--- src/hdl/rbsd_pkg.sv ---
package rbsd_pkg;

    // Parse phases of the front end
    typedef enum logic [5:0] {
        PH_IDLE    = 6'b000001,
        PH_HEADER  = 6'b000010,
        PH_CMD     = 6'b000100,
        PH_RUNBYTE = 6'b001000,
        PH_LITERAL = 6'b010000,
        PH_DONE    = 6'b100000
    } t_phase;

    localparam logic [7:0] FLAG_LONG  = 8'h08;
    localparam logic [7:0] RUN_BIAS   = 8'd2;
    localparam logic [2:0] HDR_FLAG   = 3'd1;
    localparam logic [2:0] HDR_SIZE0  = 3'd2;
    localparam logic [2:0] HDR_LONG0  = 3'd4;
    localparam logic [2:0] HDR_SHORT1 = 3'd3;
    localparam logic [2:0] HDR_LONG1  = 3'd7;

    // Queue between the parser and the expander
    localparam int QDEPTH = 4;
    localparam int QAW    = 2;

    // One output request: len copies of data; len of zero is the empty-stream marker
    typedef struct packed {
        logic [7:0] data;
        logic [7:0] len;
        logic       fin;
        logic       err;
    } t_op;

    // Queue status seen by the expander
    typedef struct packed {
        logic empty;
        t_op  head;
    } t_qstat;

endpackage

--- src/hdl/rbsd_front.sv ---
module rbsd_front #(
    parameter int SIZE_BITS = 32
) (
    input  logic         i_clk,
    input  logic         i_rst_n,
    input  logic         i_accept,
    input  logic         i_start_stream,
    input  logic [7:0]   i_in_byte,
    output logic         o_push,
    output rbsd_pkg::t_op o_op
);

    rbsd_pkg::t_phase     r_phase, n_phase, eff_phase;
    logic [2:0]           r_idx, n_idx, eff_idx;
    logic                 r_long, n_long, eff_long;
    logic [SIZE_BITS-1:0] r_rem, n_rem, eff_rem;
    logic [7:0]           r_len, n_len;
    logic                 r_err, n_err, eff_err;
    logic [7:0]           want;
    logic                 finish;
    logic                 push;
    rbsd_pkg::t_op        op;

    always_comb begin
        // a start byte restarts the parse from a cleared state
        eff_phase = i_start_stream ? rbsd_pkg::PH_HEADER : r_phase;
        eff_idx   = i_start_stream ? 3'd0 : r_idx;
        eff_long  = i_start_stream ? 1'b0 : r_long;
        eff_rem   = i_start_stream ? '0 : r_rem;
        eff_err   = i_start_stream ? 1'b0 : r_err;

        n_phase = eff_phase;
        n_idx   = eff_idx;
        n_long  = eff_long;
        n_rem   = eff_rem;
        n_len   = r_len;
        n_err   = eff_err;
        want    = 8'd0;
        finish  = 1'b0;
        push    = 1'b0;
        op      = '{data: i_in_byte, len: 8'd0, fin: 1'b0, err: eff_err};

        case (eff_phase)
            rbsd_pkg::PH_HEADER: begin
                n_idx = eff_idx + 3'd1;
                if (eff_idx == rbsd_pkg::HDR_FLAG) begin
                    n_long = (i_in_byte & rbsd_pkg::FLAG_LONG) != 8'd0;
                end else if (eff_idx >= rbsd_pkg::HDR_SIZE0 &&
                             (!eff_long || eff_idx >= rbsd_pkg::HDR_LONG0)) begin
                    n_rem  = {eff_rem[SIZE_BITS-9:0], i_in_byte};
                    finish = (!eff_long && eff_idx == rbsd_pkg::HDR_SHORT1) ||
                             (eff_long && eff_idx == rbsd_pkg::HDR_LONG1);
                end
                if (finish) begin
                    n_idx = 3'd0;
                    if (n_rem == '0) begin
                        n_phase = rbsd_pkg::PH_DONE;
                        push    = 1'b1;
                        op      = '{data: 8'd0, len: 8'd0, fin: 1'b1, err: eff_err};
                    end else begin
                        n_phase = rbsd_pkg::PH_CMD;
                    end
                end
            end
            rbsd_pkg::PH_CMD: begin
                if (i_in_byte[7]) begin
                    want = 8'd0 - i_in_byte;
                end else begin
                    want = i_in_byte + rbsd_pkg::RUN_BIAS;
                end
                // clamp an overlong command to what is still owed
                if (SIZE_BITS'(want) > eff_rem) begin
                    want  = eff_rem[7:0];
                    n_err = 1'b1;
                end
                n_len   = want;
                n_phase = i_in_byte[7] ? rbsd_pkg::PH_LITERAL : rbsd_pkg::PH_RUNBYTE;
            end
            rbsd_pkg::PH_LITERAL: begin
                push   = 1'b1;
                op.len = 8'd1;
                op.fin = eff_rem == SIZE_BITS'(1);
                n_rem  = eff_rem - SIZE_BITS'(1);
                n_len  = r_len - 8'd1;
                if (op.fin) begin
                    n_phase = rbsd_pkg::PH_DONE;
                end else if (r_len == 8'd1) begin
                    n_phase = rbsd_pkg::PH_CMD;
                end
            end
            rbsd_pkg::PH_RUNBYTE: begin
                push    = 1'b1;
                op.len  = r_len;
                op.fin  = eff_rem == SIZE_BITS'(r_len);
                n_rem   = eff_rem - SIZE_BITS'(r_len);
                n_len   = 8'd0;
                n_phase = op.fin ? rbsd_pkg::PH_DONE : rbsd_pkg::PH_CMD;
            end
            default: begin
                // idle or done: drop the byte
            end
        endcase
    end

    always_ff @(posedge i_clk) begin
        if (!i_rst_n) begin
            r_phase <= rbsd_pkg::PH_IDLE;
            r_idx   <= 3'd0;
            r_long  <= 1'b0;
            r_rem   <= '0;
            r_len   <= 8'd0;
            r_err   <= 1'b0;
        end else if (i_accept) begin
            r_phase <= n_phase;
            r_idx   <= n_idx;
            r_long  <= n_long;
            r_rem   <= n_rem;
            r_len   <= n_len;
            r_err   <= n_err;
        end
    end

    assign o_push = i_accept && push;
    assign o_op   = op;

endmodule

--- src/hdl/rbsd_queue.sv ---
module rbsd_queue (
    input  logic             i_clk,
    input  logic             i_rst_n,
    input  logic             i_push,
    input  rbsd_pkg::t_op    i_op,
    input  logic             i_pop,
    output logic             o_full,
    output rbsd_pkg::t_qstat o_stat
);

    rbsd_pkg::t_op               r_mem [rbsd_pkg::QDEPTH];
    logic [rbsd_pkg::QAW-1:0]    r_wp;
    logic [rbsd_pkg::QAW-1:0]    r_rp;
    logic [rbsd_pkg::QAW:0]      r_cnt;
    logic                        do_push;
    logic                        do_pop;

    assign o_full       = r_cnt == (rbsd_pkg::QAW+1)'(rbsd_pkg::QDEPTH);
    assign o_stat.empty = r_cnt == '0;
    assign o_stat.head  = r_mem[r_rp];
    assign do_push      = i_push && !o_full;
    assign do_pop       = i_pop && !o_stat.empty;

    always_ff @(posedge i_clk) begin
        if (do_push) begin
            r_mem[r_wp] <= i_op;
        end
    end

    always_ff @(posedge i_clk) begin
        if (!i_rst_n) begin
            r_wp  <= '0;
            r_rp  <= '0;
            r_cnt <= '0;
        end else begin
            if (do_push) begin
                r_wp <= r_wp + 1'b1;
            end
            if (do_pop) begin
                r_rp <= r_rp + 1'b1;
            end
            case ({do_push, do_pop})
                2'b10:   r_cnt <= r_cnt + 1'b1;
                2'b01:   r_cnt <= r_cnt - 1'b1;
                default: r_cnt <= r_cnt;
            endcase
        end
    end

endmodule

--- src/hdl/rbsd_back.sv ---
module rbsd_back #(
    parameter int LANES = 4
) (
    input  logic             i_clk,
    input  logic             i_rst_n,
    input  rbsd_pkg::t_qstat i_stat,
    output logic             o_pop,
    input  logic             i_out_stall,
    output logic             o_out_valid,
    output logic [31:0]      o_out_bytes,
    output logic [2:0]       o_out_count,
    output logic             o_last,
    output logic             o_overrun_error
);

    localparam int TW = $clog2(LANES + 1);

    logic          r_busy;
    logic [7:0]    r_left;
    logic          r_ovalid;
    logic [31:0]   r_bytes;
    logic [2:0]    r_count;
    logic          r_last;
    logic          r_err;
    logic          can_load;
    logic          load;
    logic [7:0]    cur_left;
    logic          done;
    logic [TW-1:0] take;
    logic [31:0]   n_bytes;

    assign can_load = !r_ovalid || !i_out_stall;
    assign load     = can_load && !i_stat.empty;
    assign cur_left = r_busy ? r_left : i_stat.head.len;
    assign done     = cur_left <= 8'(LANES);
    assign take     = done ? cur_left[TW-1:0] : TW'(LANES);
    assign o_pop    = load && done;

    always_comb begin
        n_bytes = 32'd0;
        for (int j = 0; j < 4; j++) begin
            if (j < LANES && cur_left > 8'(j)) begin
                n_bytes[8*j +: 8] = i_stat.head.data;
            end
        end
    end

    always_ff @(posedge i_clk) begin
        if (load) begin
            r_bytes <= n_bytes;
            r_count <= 3'(take);
            r_last  <= i_stat.head.fin && done;
            r_err   <= i_stat.head.err;
        end
    end

    always_ff @(posedge i_clk) begin
        if (!i_rst_n) begin
            r_busy   <= 1'b0;
            r_left   <= 8'd0;
            r_ovalid <= 1'b0;
        end else begin
            if (can_load) begin
                r_ovalid <= !i_stat.empty;
            end
            if (load) begin
                // advance through the run one lane group at a time
                r_busy <= !done;
                r_left <= cur_left - 8'(LANES);
            end
        end
    end

    assign o_out_valid     = r_ovalid;
    assign o_out_bytes     = r_bytes;
    assign o_out_count     = r_count;
    assign o_last          = r_last;
    assign o_overrun_error = r_err;

endmodule

--- src/hdl/rle_byte_stream_decoder_unit.sv ---
// Run-length byte stream decoder. Input bytes are taken one per cycle while the queue
// has room, by the header and command parser, and turned into output requests held in
// a 4-entry queue; the expander drains the queue and emits one result per cycle while
// the output is not stalled, up to LANES bytes of a run (or one literal byte) per result.
// A run of n bytes takes ceil(n/LANES) results. Command and header bytes yield no result
// (bar an empty stream's last one); requests pass the queue and then the output register.
// The declared size is SIZE_BITS wide; a start_stream byte aborts any stream in progress.
module rle_byte_stream_decoder_unit #(
    parameter int LANES     = 4,
    parameter int SIZE_BITS = 32
) (
    input  logic        i_clk,
    input  logic        i_rst_n,
    input  logic        i_in_valid,
    output logic        o_in_stall,
    input  logic        i_start_stream,
    input  logic [7:0]  i_in_byte,
    output logic        o_out_valid,
    input  logic        i_out_stall,
    output logic [31:0] o_out_bytes,
    output logic [2:0]  o_out_count,
    output logic        o_last,
    output logic        o_overrun_error
);

    logic             accept;
    logic             push;
    logic             pop;
    logic             full;
    rbsd_pkg::t_op    op;
    rbsd_pkg::t_qstat qstat;

    assign o_in_stall = full;
    assign accept     = i_in_valid && !full;

    rbsd_front #(
        .SIZE_BITS(SIZE_BITS)
    ) u_front (
        .i_clk          (i_clk),
        .i_rst_n        (i_rst_n),
        .i_accept       (accept),
        .i_start_stream (i_start_stream),
        .i_in_byte      (i_in_byte),
        .o_push         (push),
        .o_op           (op)
    );

    rbsd_queue u_queue (
        .i_clk   (i_clk),
        .i_rst_n (i_rst_n),
        .i_push  (push),
        .i_op    (op),
        .i_pop   (pop),
        .o_full  (full),
        .o_stat  (qstat)
    );

    rbsd_back #(
        .LANES(LANES)
    ) u_back (
        .i_clk           (i_clk),
        .i_rst_n         (i_rst_n),
        .i_stat          (qstat),
        .o_pop           (pop),
        .i_out_stall     (i_out_stall),
        .o_out_valid     (o_out_valid),
        .o_out_bytes     (o_out_bytes),
        .o_out_count     (o_out_count),
        .o_last          (o_last),
        .o_overrun_error (o_overrun_error)
    );

endmodule
--- config.mk ---
export PLATFORM = sky130hd
export DESIGN_NAME = rle_byte_stream_decoder_unit
export DESIGN_NICKNAME = d
export VERILOG_FILES = /design/src/hdl/rbsd_pkg.sv /design/src/hdl/rbsd_front.sv /design/src/hdl/rbsd_queue.sv /design/src/hdl/rbsd_back.sv /design/src/hdl/rle_byte_stream_decoder_unit.sv
export SDC_FILE = /design/constraint.sdc
export NUM_CORES = 1
export LEC_CHECK = 0
export CAP_MARGIN = 10
export CORE_ASPECT_RATIO = 1.75
export CORE_MARGIN = 2
export CORE_UTILIZATION = 30
export DETAILED_ROUTE_END_ITERATION = 8
export DONT_BUFFER_PORTS = 1
export HOLD_SLACK_MARGIN = 0.06
export PLACE_DENSITY_LB_ADDON = 0.08
export RECOVER_POWER = 50
export SLEW_MARGIN = 10
export SYNTH_ARGS = -nofsm -noshare
export SYNTH_HDL_FRONTEND = slang
export SYNTH_SLANG_ARGS = --single-unit
--- constraint.sdc ---
create_clock -name i_clk -period 5.4 [get_ports i_clk]
set_clock_uncertainty 0.1 [all_clocks]
set_input_delay 1.08 -clock i_clk [delete_from_list [all_inputs] [get_ports i_clk]]
set_output_delay 1.08 -clock i_clk [all_outputs]
set_load 0.01 [all_outputs]
==> impl_metrics.ini, run 1 <==
[synth]
netlist_instances = 1142
async_flop_share_pct = 0
synth_seq_cells = 179
synth_warnings = 0
syn_nets = 1191
seq_area_frac_synth_pct = 42.8
synthDistinctLibCells = 89
ys.flop_type = edfxtp_1
synth-edff-count = 109
syn_area_per_cell_sq_um = 9.57
syn_area_sq_um = 10900

[grt]
antenna_found_initial = 0
grt_pass1_wl_um = 59400
grt_max_degree = 65
grt_pass1_vias = 9220
gr-total-overflow = 0
track_usage_pct = 21.2

[cells_and_area]
fin_util_pct = 33.1
nNetsFinal = 1151
fillers = 3750
final_layout_size_suffix_gt1_share_pct = 10.8
final_cell_mix = nor2_1 (109), edfxtp_1 (109), o21ai_0 (93), a21oi_1 (87), nand2_1 (82)
areaGrowthSynthToFinish_pct = 9.13
diodes = 0
instances_no_fill = 1585

[worst_setup_path]
crit_type = in -> reg
path_max_fanout = 38
slowest_stage = clkbuf_1
cp_cell_sequence = nor2b_1, clkbuf_1, o21ai_0, o21ai_0, o31ai_1, nand2_1, o21ai_0
crit_path_frequent_cell = o21ai_0
slowest_delay_ns = 1.56
crit_path_end_kind = register
worstPathRequired_ns = 5.64
cp-start-kind = input port
critical_path_arrival_ns = 4.46

[clocking]
post-cts-setup-buffers = 0
cts_resized = 0
clk_pin_slew_ns = 0.08
clk_latency_ns = 0.46
cts_buffer_depth = 2
cts_root_buf = clkbuf_16
postCtsHoldBufs = 0
h-tree-depth = 4
cts_tree = built
cts_buffers = 17
cts_sinks = 179

[sta]
rsz0062_at_grt = false
period_minus_slack_ns = 4.22
tns_ns = 0
layout_worst_path_cycle_share_pct = 78.2
slew_violations = 146
worstMarginPinSlew_ns = 2.44
hold_violations = 0
finalSetupViolations = 0
max-slew-margin-rel_pct = -62.9
max_clock_freq_ghz = 0.237

[pwr]
switchingPower_mw = 0.917
internal_power_mw = 2.25
p_per_area_nw_per_um2 = 265
vdd_drop_max_uv = 223
power_frac_seq_pct = 46.8
total_power_mw = 3.16
clkPwrFrac_pct = 41.3
power.leakage_nw = 4.02
power_frac_comb_pct = 11.9
netSwitchingFraction_pct = 29.0

[placed_design]
placedCellCount = 1553
portBuffers = 0
dp_hpwl_um = 29100
place_congestion = 0.955

[route]
drt_iter0_drc = 493
vias = 8987
routedWlPerCell_um = 25.2
ant_nets = 0
totalWireLength_um = 40000
drtPass1Iterations = 5
viasPerCell = 5.67
drc = 0

[flow_run]
timing.max_cap.violations = 4

[min_path]
hold_class = reg -> reg

[status]
violations = capacitance limit, slew limit
outcome = complete, but fails checks

[floorplanning]
die_width_um = 148
num_io_pins = 52
start_util_pct = 30.3
core_area_sq_um = 36000
die_y_um = 257
die_area_sq_um = 38000
num_rows = 92
-- cells by family (layout without fill, tap and decap cells) --
kind of cell,count (synthesis),after routing,share of synthesized area (%)
compound gates,315,315,18.8
xor+xnor,35,35,2.80
fa+ha+maj,36,36,4.26
buf+inv,127,100,4.93
flops,179,179,42.8
mux,56,56,7.29
simple gates,394,394,19.2
-- path summary, 6_finish.rpt --
kind | cells after the start | to | slack, ns | startpoint
setup / recovery | 7 | u_front.r_len[6] | 1.18 | i_in_valid
hold / removal | 2 | u_back.r_left[2] | 0.36 | u_back.r_left[2]
setup reg to reg | 8 | u_front.r_len[6] | 1.25 | u_queue.r_cnt[0]
hold reg to reg | 2 | u_back.r_left[2] | 0.36 | u_back.r_left[2]
-- synth_stat cells, types with 10 or more instances --
| library cell | n | area, sq um |
|---|---|---|
| nand3_1 | 25 | 125 |
| nor2b_1 | 38 | 238 |
| nand4_1 | 16 | 100 |
| a21oi_1 | 87 | 435 |
| o22ai_1 | 10 | 62.6 |
| o21ai_0 | 93 | 465 |
| nor4_1 | 17 | 106 |
| nor3_1 | 29 | 145 |
| o211ai_1 | 11 | 82.6 |
| a22oi_1 | 10 | 75.1 |
| mux4_2 | 18 | 405 |
| xnor2_1 | 20 | 175 |
| xor2_1 | 15 | 131 |
| buf_2 | 14 | 70.1 |
| nand2_1 | 82 | 308 |
| and2_1 | 16 | 100 |
| clkbuf_1 | 58 | 218 |
| a31oi_1 | 18 | 113 |
| mux2i_1 | 29 | 290 |
| ha_1 | 34 | 425 |
| edfxtp_1 | 109 | 3270 |
| inv_1 | 39 | 146 |
| nor2_1 | 109 | 409 |
| dfxtp_1 | 70 | 1400 |
-- critical path, delay by kind of cell --
kind | cells | cell delay (ns)
buf+inv | 1 | 1.56
compound gates | 4 | 1.47
simple gates | 2 | 0.31
-- area by class of cell --
cell class                 instances  area, sq um  share of cell area [%]
sequential                       179         4670                    39.2
multi-input combinational        836         5710                    47.9
clock buffer                      17          425                    3.57
inverter                          40          150                    1.26
timing repair buffer              28          199                    1.67
clock inverter                    15          185                    1.55
tap                              470          588                    4.93
-- power groups by stage --
stage               combinational [mW]  clock (mW)  sequential (mW)
floorplan                        0.288           0             1.49
global placement                 0.375           0             1.51
detailed placement               0.373           0             1.51
CTS                              0.375        1.35             1.48
global route                     0.408        1.40             1.48
finish                           0.377        1.31             1.48
-- routing by layer --
layer / share of wire, % / up-vias / global-route usage, %
li1: - / 4151 / -
met1: 34 / 4424 / 20.3
met2: 55 / 290 / 40.1
met3: 3.0 / 122 / 2.76
met4: 7.7 / 0 / 16.0
met5: 0 / - / 0
-- per-stage QoR --
step	worst slack, ns	cell area (sq um)	hold slack [ns]
3_3_place_gp	0.964	11300	0.349
6_report	1.18	11900	0.359
2_1_floorplan	0.177	10900	0.333
5_1_grt	0.814	11900	0.395
3_5_place_dp	0.932	11300	0.352
4_1_cts	1.31	12000	0.364
-- sequential cells by signal (all words and copies together) (netlist names), named ones only --
name	cells
u_queue.r_mem	72
u_back.o_out_bytes	32
u_front.r_rem	32
u_back.r_left	8
u_front.r_len	8
u_front.r_phase	6
u_back.o_out_count	3
u_front.r_idx	3
u_queue.r_cnt	3
u_queue.r_rp	2
u_queue.r_wp	2
u_back.o_last	1
u_back.o_out_valid	1
u_back.o_overrun_error	1
u_back.r_busy	1
u_front.r_err	1
u_front.r_long	1
No activity file was read; power rests on OpenSTA's default activity.
==> run 2: changes to the inputs <==
Clock period 5.4 ns to 3.8 ns, I/O delays scaled along.
==> impl_metrics.ini, run 2 (same netlist as run 1, synthesis figures left out) <==
[floorplanning]
core_area_sq_um = 36000
die_area_sq_um = 38000
die_y_um = 257
start_util_pct = 30.3
num_rows = 92
die_width_um = 148
num_io_pins = 52

[clocking]
cts_root_buf = clkbuf_16
postCtsHoldBufs = 0
clk_latency_ns = 0.46
clk_pin_slew_ns = 0.09
post-cts-setup-buffers = 0
cts_sinks = 179
h-tree-depth = 4
cts_tree = built
cts_resized = 0
cts_buffers = 17
cts_buffer_depth = 2

[route]
ant_nets = 0
totalWireLength_um = 40900
vias = 9230
viasPerCell = 5.63
drt_iter0_drc = 588
routedWlPerCell_um = 25.0
drtPass1Iterations = 6
drc = 0

[sta]
max_clock_freq_ghz = 0.270
hold_violations = 0
layout_worst_path_cycle_share_pct = 97.5
finalSetupViolations = 0
tns_ns = 0
max-slew-margin-rel_pct = -13.9
period_minus_slack_ns = 3.71
slew_violations = 57
worstMarginPinSlew_ns = 1.71
rsz0062_at_grt = false

[worst_setup_path]
path_max_fanout = 64
critical_path_arrival_ns = 3.90
worst_setup_path_endpoint = u_front.r_rem[17]
r2r_start = u_front.r_idx[0]
regToRegSetupSlack_ns = 0.14
r2r-end = u_front.r_rem[17]
reg2reg_depth = 10
crit_type = in -> reg
worstPathRequired_ns = 3.99
crit_path_end_kind = register
cp-start-kind = input port
startpoint = i_start_stream

[pwr]
power_frac_comb_pct = 13.0
p_per_area_nw_per_um2 = 365
internal_power_mw = 3.19
total_power_mw = 4.54
switchingPower_mw = 1.36
clkPwrFrac_pct = 40.9
vdd_drop_max_uv = 266
netSwitchingFraction_pct = 29.9
power.leakage_nw = 4.31
power_frac_seq_pct = 46.1

[grt]
grt_pass1_vias = 9629
antenna_found_initial = 0
grt_pass1_wl_um = 61000
track_usage_pct = 21.8
gr-total-overflow = 0
grt_max_degree = 65

[cells_and_area]
instances_no_fill = 1638
areaGrowthSynthToFinish_pct = 13.7
final_cell_mix = edfxtp_1 (109), nor2_1 (108), o21ai_0 (93), a21oi_1 (87), nand2_1 (80)
final_layout_size_suffix_gt1_share_pct = 15.8
mostFrequentLayoutCell = edfxtp_1
nNetsFinal = 1204
diodes = 0
top_register = u_queue.r_mem
largest_reg_flops = 72

[placed_design]
place_congestion = 0.948
placedCellCount = 1606
portBuffers = 0
dp_hpwl_um = 30400

[min_path]
hold_depth = 1
hold_class = in -> reg

[flow_run]
timing.max_cap.violations = 2

[status]
outcome = complete, but fails checks
violations = capacitance limit, slew limit
-- run 2: cell count changes in the layout (fill, tap and decap cells not counted), sizes merged --
cell | before | now
buf | 25 | 76
clkinv | 7 | 6
inv | 46 | 49
clkbuf | 20 | 22
bufinv | 1 | 0
clkinvlp | 1 | 0
-- run 2: routing by layer --
| layer | GRT usage (%) | vias to the layer above | wire length, um |
|---|---|---|---|
| met2 | 41.7 | 280 | 22400 |
| met3 | 2.63 | 146 | 1110 |
| li1 | - | 4268 | - |
| met4 | 17.5 | 0 | 3720 |
| met1 | 20.2 | 4536 | 13600 |
| met5 | 0 | - | 0 |
-- run 2: worst min-delay path by stage --
stage | from | to | slack, ns
detailed placement | u_back.r_left[2] | u_back.r_left[2] | 0.36
global placement | u_back.r_left[2] | u_back.r_left[2] | 0.35
global route | i_in_byte[6] | u_queue.r_mem[1][16] | 0.28
CTS | i_rst_n | u_front.r_phase[0] | 0.27
floorplan | u_back.r_left[2] | u_back.r_left[2] | 0.33
finish | i_rst_n | u_front.r_phase[0] | 0.30
-- run 2: power by group through the flow --
stage	clock network [mW]	logic (mW)	registers (mW)
after floorplan	0	0.420	2.11
after global placement	0	0.588	2.14
after detailed placement	0	0.586	2.14
after CTS	1.91	0.589	2.09
after global routing	1.98	0.638	2.10
final	1.86	0.590	2.09
-- run 2: worst max-delay path, cell delays in order --
cell      delay, ns
inv_8          0.11
nand2_4        0.07
ha_4           0.17
or3b_1         0.49
a21oi_4        0.17
clkbuf_1       1.13
nor2_1         0.22
o21ai_0        0.23
a21oi_1        0.11
a211oi_1       0.32
nor2_1         0.07
-- run 2: final cells by class --
type | instances | area (sq um)
Clock buffer | 17 | 425
Sequential cell | 179 | 4670
Inverter | 40 | 158
Tap cell | 470 | 588
Multi-Input combinational cell | 836 | 5750
Clock inverter | 15 | 194
Timing Repair Buffer | 81 | 641
Fill cell | 3683 | 23600
-- run 2: through the flow --
| step | cell area, sq um | setup WS [ns] | util [%] | hold slack (ns) |
|---|---|---|---|---|
| 2_1_floorplan | 11100 | -0.211 | - | 0.333 |
| 6_report | 12400 | 0.0944 | 34.5 | 0.296 |
| 5_1_grt | 12400 | 0.0646 | 34.5 | 0.275 |
| 3_5_place_dp | 11900 | -0.0872 | 32.9 | 0.356 |
| 3_3_place_gp | 11900 | -0.0472 | 32.9 | 0.352 |
| 4_1_cts | 12500 | 0.237 | 34.6 | 0.267 |
